[src/hdl/gbs_pkg.sv]
// shared types, constants and the overlap test for the box suppression block
package gbs_pkg;

  localparam int MAX_KEPT_DEF = 64;
  localparam int ADDR_W = 3;
  localparam logic [16:0] IOU_THRESHOLD_RESET = 17'd32768;

  // register word indexes on the config port
  localparam logic REG_IOU_THRESHOLD = 1'b0;

  typedef struct packed {
    logic              frame_start;
    logic signed [11:0] box_left;
    logic signed [11:0] box_top;
    logic [10:0]       box_width;
    logic [10:0]       box_height;
  } gbs_req_t;

  typedef struct packed {
    logic       keep;
    logic [5:0] kept_slot;
    logic       list_full;
  } gbs_res_t;

  // one kept box as held in a cell
  typedef struct packed {
    logic signed [11:0] left;
    logic signed [11:0] top;
    logic [10:0]       width;
    logic [10:0]       height;
    logic [21:0]       area;
  } box_t;

  // probe box plus the pending overlap test of the previous cell
  typedef struct packed {
    logic signed [11:0] left;
    logic signed [11:0] top;
    logic [10:0]       width;
    logic [10:0]       height;
    logic [21:0]       area;
    logic              keep;
    logic [21:0]       inter;
    logic [22:0]       uni;
  } stage_t;

  typedef struct packed {
    logic active;
    logic load;
  } cell_ctrl_t;

  // intersection * 65536 > threshold * union
  function automatic logic over_thr(logic [21:0] inter, logic [22:0] uni,
                                    logic [16:0] thr);
    logic [39:0] lhs;
    logic [39:0] rhs;
    lhs = {2'b00, inter, 16'h0000};
    rhs = thr * uni;
    return lhs > rhs;
  endfunction

endpackage

[src/hdl/gbs_cell.sv]
// one kept-box cell: stores a box and tests the passing probe against it
module gbs_cell (
  input  logic                clk,
  input  logic                rst,
  input  gbs_pkg::cell_ctrl_t ctrl,
  input  gbs_pkg::box_t       wr_box,
  input  logic [16:0]         thr,
  input  logic                probe_valid_in,
  input  gbs_pkg::stage_t     probe_in,
  output logic                probe_valid_out,
  output gbs_pkg::stage_t     probe_out
);
  import gbs_pkg::*;

  box_t               box;
  stage_t             probe;
  logic               valid;
  logic signed [12:0] p_right, p_bottom, k_right, k_bottom;
  logic signed [11:0] x0, y0;
  logic signed [12:0] x1, y1;
  logic signed [13:0] dx, dy;
  logic               hit;
  logic [21:0]        inter;
  stage_t             probe_next;

  always_ff @(posedge clk) begin
    if (ctrl.load) begin
      box <= wr_box;
    end
  end

  always_comb begin
    p_right  = $signed({probe_in.left[11], probe_in.left}) + $signed({2'b00, probe_in.width});
    p_bottom = $signed({probe_in.top[11], probe_in.top}) + $signed({2'b00, probe_in.height});
    k_right  = $signed({box.left[11], box.left}) + $signed({2'b00, box.width});
    k_bottom = $signed({box.top[11], box.top}) + $signed({2'b00, box.height});
    x0 = (probe_in.left > box.left) ? probe_in.left : box.left;
    y0 = (probe_in.top > box.top) ? probe_in.top : box.top;
    x1 = (p_right < k_right) ? p_right : k_right;
    y1 = (p_bottom < k_bottom) ? p_bottom : k_bottom;
    dx = $signed({x1[12], x1}) - $signed({{2{x0[11]}}, x0});
    dy = $signed({y1[12], y1}) - $signed({{2{y0[11]}}, y0});
    // overlap side never exceeds the probe side, so 11 bits hold it
    hit   = ctrl.active && (dx > 14'sd0) && (dy > 14'sd0);
    inter = hit ? dx[10:0] * dy[10:0] : 22'd0;

    probe_next       = probe_in;
    probe_next.keep  = probe_in.keep && !over_thr(probe_in.inter, probe_in.uni, thr);
    probe_next.inter = inter;
    // an empty slot hands on a zero union, so its test never fires
    probe_next.uni   = ctrl.active ? 23'(probe_in.area) + 23'(box.area) - 23'(inter)
                                   : 23'd0;
  end

  always_ff @(posedge clk) begin
    if (rst) begin
      valid <= 1'b0;
    end else begin
      valid <= probe_valid_in;
    end
  end

  always_ff @(posedge clk) begin
    probe <= probe_next;
  end

  assign probe_valid_out = valid;
  assign probe_out       = probe;

endmodule

[config.mk]
export PLATFORM = sky130hd
export DESIGN_NAME = gbs_cell
export DESIGN_NICKNAME = d
export VERILOG_FILES = /design/src/hdl/gbs_pkg.sv /design/src/hdl/gbs_cell.sv
export SDC_FILE = /design/constraint.sdc
export NUM_CORES = 2
export LEC_CHECK = 0
export ABC_AREA = 1
export ABC_CLOCK_PERIOD_IN_PS = 33400
export BUFFER_PORTS_ARGS = -buffer_cell sky130_fd_sc_hd__buf_4
export CAP_MARGIN = 20
export CORE_MARGIN = 8
export CORE_UTILIZATION = 60
export DETAILED_ROUTE_END_ITERATION = 8
export PLACE_DENSITY = 0.81
export SETUP_SLACK_MARGIN = 0.1
export SYNTH_ARGS = -nofsm -noshare
export SYNTH_HDL_FRONTEND = slang
export SYNTH_SLANG_ARGS = --single-unit
[constraint.sdc]
create_clock -name clk -period 33.4 [get_ports clk]
set_input_delay 3.34 -clock clk [delete_from_list [all_inputs] [get_ports clk]]
set_output_delay 3.34 -clock clk [all_outputs]
set_load 0.02 [all_outputs]
==> metrics.md <==
| Metric | Value |
|---|---|
| Most used cell, CP | `inv_1` |
| Setup_tns | `0 ns` |
| Core Footprint | `0.0487 mm2` |
| I/O pin cnt | `319` |
| Max Cap Viol | `0` |
| GRT Residual Overflow | `0` |
| Pre-CTS WS | `18.85 ns` |
| Netlist cell types | `47` |
| Starting Density | `60.6%` |
| Synth top area share | `28.6%` |
| Setup Skew | `0.0162 ns` |
| First-pass GRT wire length | `132 mm` |
| Worst-path fanout max | `24` |
| Status | `finished clean` |
| Yosys warnings | `0` |
| Unrepaired setup endpoints after global routing | `false` |
| Kind of critical path | `input pin to flop` |
| Final net count | `5074` |
| Initial DRC count | `1784` |
| Clock buffer depth | `2` |
| Pre-antenna DRT Iters | `8` |
| # setup viols final | `0` |
| DRC viols | `0` |
| Wire per inst | `16.5 um` |
| Routed vias/inst | `5.31` |
| HP Class | `flop to flop` |
| Endpoints failing hold | `0` |
| Pin count of the biggest net entering global routing | `69` |
| Initial antenna violation count | `1` |
| Number of I/O port buffers | `318` |
| Most frequent cells in the layout | `nand2_1, inv_1, fa_1, ha_1, buf_4` |
| Minimum clock period | `14.22 ns` |
| Syn Inst Count | `3873` |
| Post-CTS Setup Bufs | `0` |
| Num CTS Buffers | `17` |
| FMAX | `0.0703 GHz` |
| Inst Count DP | `4757` |
| TritonCTS clock tree | `built` |
| Antenna cells | `0` |
| Slew HR | `28.6%` |
| Layout cells sized above 1 | `9.41%` |
| Area Growth Syn to Fin | `11.6%` |
| Vias in the first global route | `26000` |
| Tcrit/Tclk final | `42.6%` |
| Worst endpoint data arrival time | `14.61 ns` |
| Sequential area share after synthesis | `14.7%` |
| Avg Inst Size Synth | `7.63 um2` |
| Worst-path cell with the longest stage delay | `xnor2_1` |
| Least-Margin Pin Slew | `1.06 ns` |
| Post-route ant nets | `0` |
| Routed via count | `25400` |
| Worst hold slack | `0.796 ns` |
| Post_cts resized | `0` |
| Later-pin clock latency in the skew report | `0.49 ns` |
| Worst setup margin | `19.18 ns` |
| Reg clk slew, reported paths | `0.08 ns` |
| Drt total wl | `79.1 mm` |
| # H-tree levels | `4` |
| Slew Viols, Final | `0` |
| Synth area leaders | `fa_1, ha_1, nand2_1` |
| Net count after synthesis | `4835` |
| GR Util All Layers | `28.5%` |
| Cell Area, Synth | `0.0296 mm2` |
| Slowest stage delay, CP | `0.87 ns` |
| Setup crit end kind | `flop` |
| Die H | `238 um` |
| Top cell type by total area after synthesis | `fa_1` |
| Commonest non-fill, non-tap cell in the layout | `nand2_1` |
| Worst setup SP type | `input pin` |
| DIE AREA | `0.0566 mm2` |
| Rows | `81` |
| Cts hold-fix bufs | `0` |
| CTS root buffer | `clkbuf_16` |
| WP data required | `33.79 ns` |
| Final instance count without filler cells | `4789` |
| Die X | `238 um` |
| Synth Register Bits | `183` |
| GP Congestion | `0.980` |
| CTS Sinks | `183` |
| Post-DP HPWL | `67.2 mm` |
-- path summary, 6_finish.rpt --
| kind | from | endpoint | slack (ns) | depth (start not counted) |
|---|---|---|---|---|
| hold / removal | box[21] | probe_out[22] | 0.80 | 4 |
| setup / recovery | probe_in[102] | probe_out[20] | 19.18 | 51 |
| hold reg to reg | box[21] | probe_out[22] | 0.80 | 4 |
| setup reg to reg | box[56] | probe_out[20] | 21.70 | 54 |
-- Yosys cell counts, drive strengths merged --
| library cell | number |
|---|---|
| a211oi | 7 |
| a21boi | 2 |
| a21o | 14 |
| a21oi | 169 |
| a221oi | 1 |
| a31oi | 8 |
| and2 | 2 |
| and3 | 1 |
| buf | 10 |
| clkbuf | 88 |
| clkinv | 2 |
| dfxtp | 115 |
| edfxtp | 68 |
| fa | 422 |
| ha | 336 |
| inv | 921 |
| nand2 | 1003 |
| nand3 | 142 |
| nand3b | 10 |
| nand4 | 42 |
| nor2 | 241 |
| nor3 | 27 |
| nor3b | 2 |
| nor4 | 3 |
| o2111ai | 4 |
| o211ai | 1 |
| o21a | 7 |
| o21ai | 117 |
| o21bai | 17 |
| o31ai | 4 |
| or2 | 6 |
| xnor2 | 37 |
| xor2 | 44 |
-- critical path, delay by kind of cell --
kind / cells / cell delay, ns
AOI/OAI and AO/OA: 6 / 1.29
xor gates and xnor gates: 3 / 1.16
buffers and inverters: 10 / 0.83
adders and majority gates: 13 / 5.24
and+or+nand+nor: 19 / 2.76
-- area by class of cell --
| cell class | instances | area [um2] |
|---|---|---|
| inverter | 923 | 3460 |
| clock inverter | 14 | 178 |
| multi-input combinational | 2669 | 21400 |
| sequential | 183 | 4340 |
| fill | 4195 | 15800 |
| tap | 664 | 831 |
| clock buffer | 18 | 429 |
| timing repair buffer | 318 | 2390 |
-- metal layers --
metal | track usage, % | share of wire, % | wire, um
met1 | 37.3 | 42 | 33000
met2 | 48.7 | 49 | 38500
met3 | 5.32 | 7.5 | 5920
met4 | 7.35 | 2.1 | 1670
met5 | 0 | 0.016 | 13
-- per-stage QoR --
stage	cell area (um2)	utilization, %
2_1_floorplan	29600	-
3_3_place_gp	32400	66.4
3_5_place_dp	32400	66.4
4_1_cts	33000	67.7
5_1_grt	33000	67.7
6_report	33000	67.7
-- cell families (layout without fill, tap and decap cells) --
group	count (synthesis)	count (layout)	share of synthesized area, %
and+or+nand+nor	1479	1479	20.4
buffers and inverters	1021	1273	13.1
xor gates and xnor gates	81	81	2.51
adders and majority gates	758	758	42.8
AOI/OAI and AO/OA	351	351	6.49
DFF	183	183	14.7
-- state kept, by name, indices dropped and copies added (netlist names) --
register / count
probe_out: 114
probe_valid_out: 1
box: 68
Power is left out: the tool's default activity adds up to more than one toggle a clock period on the data nets, which glitch-free logic cannot reach.
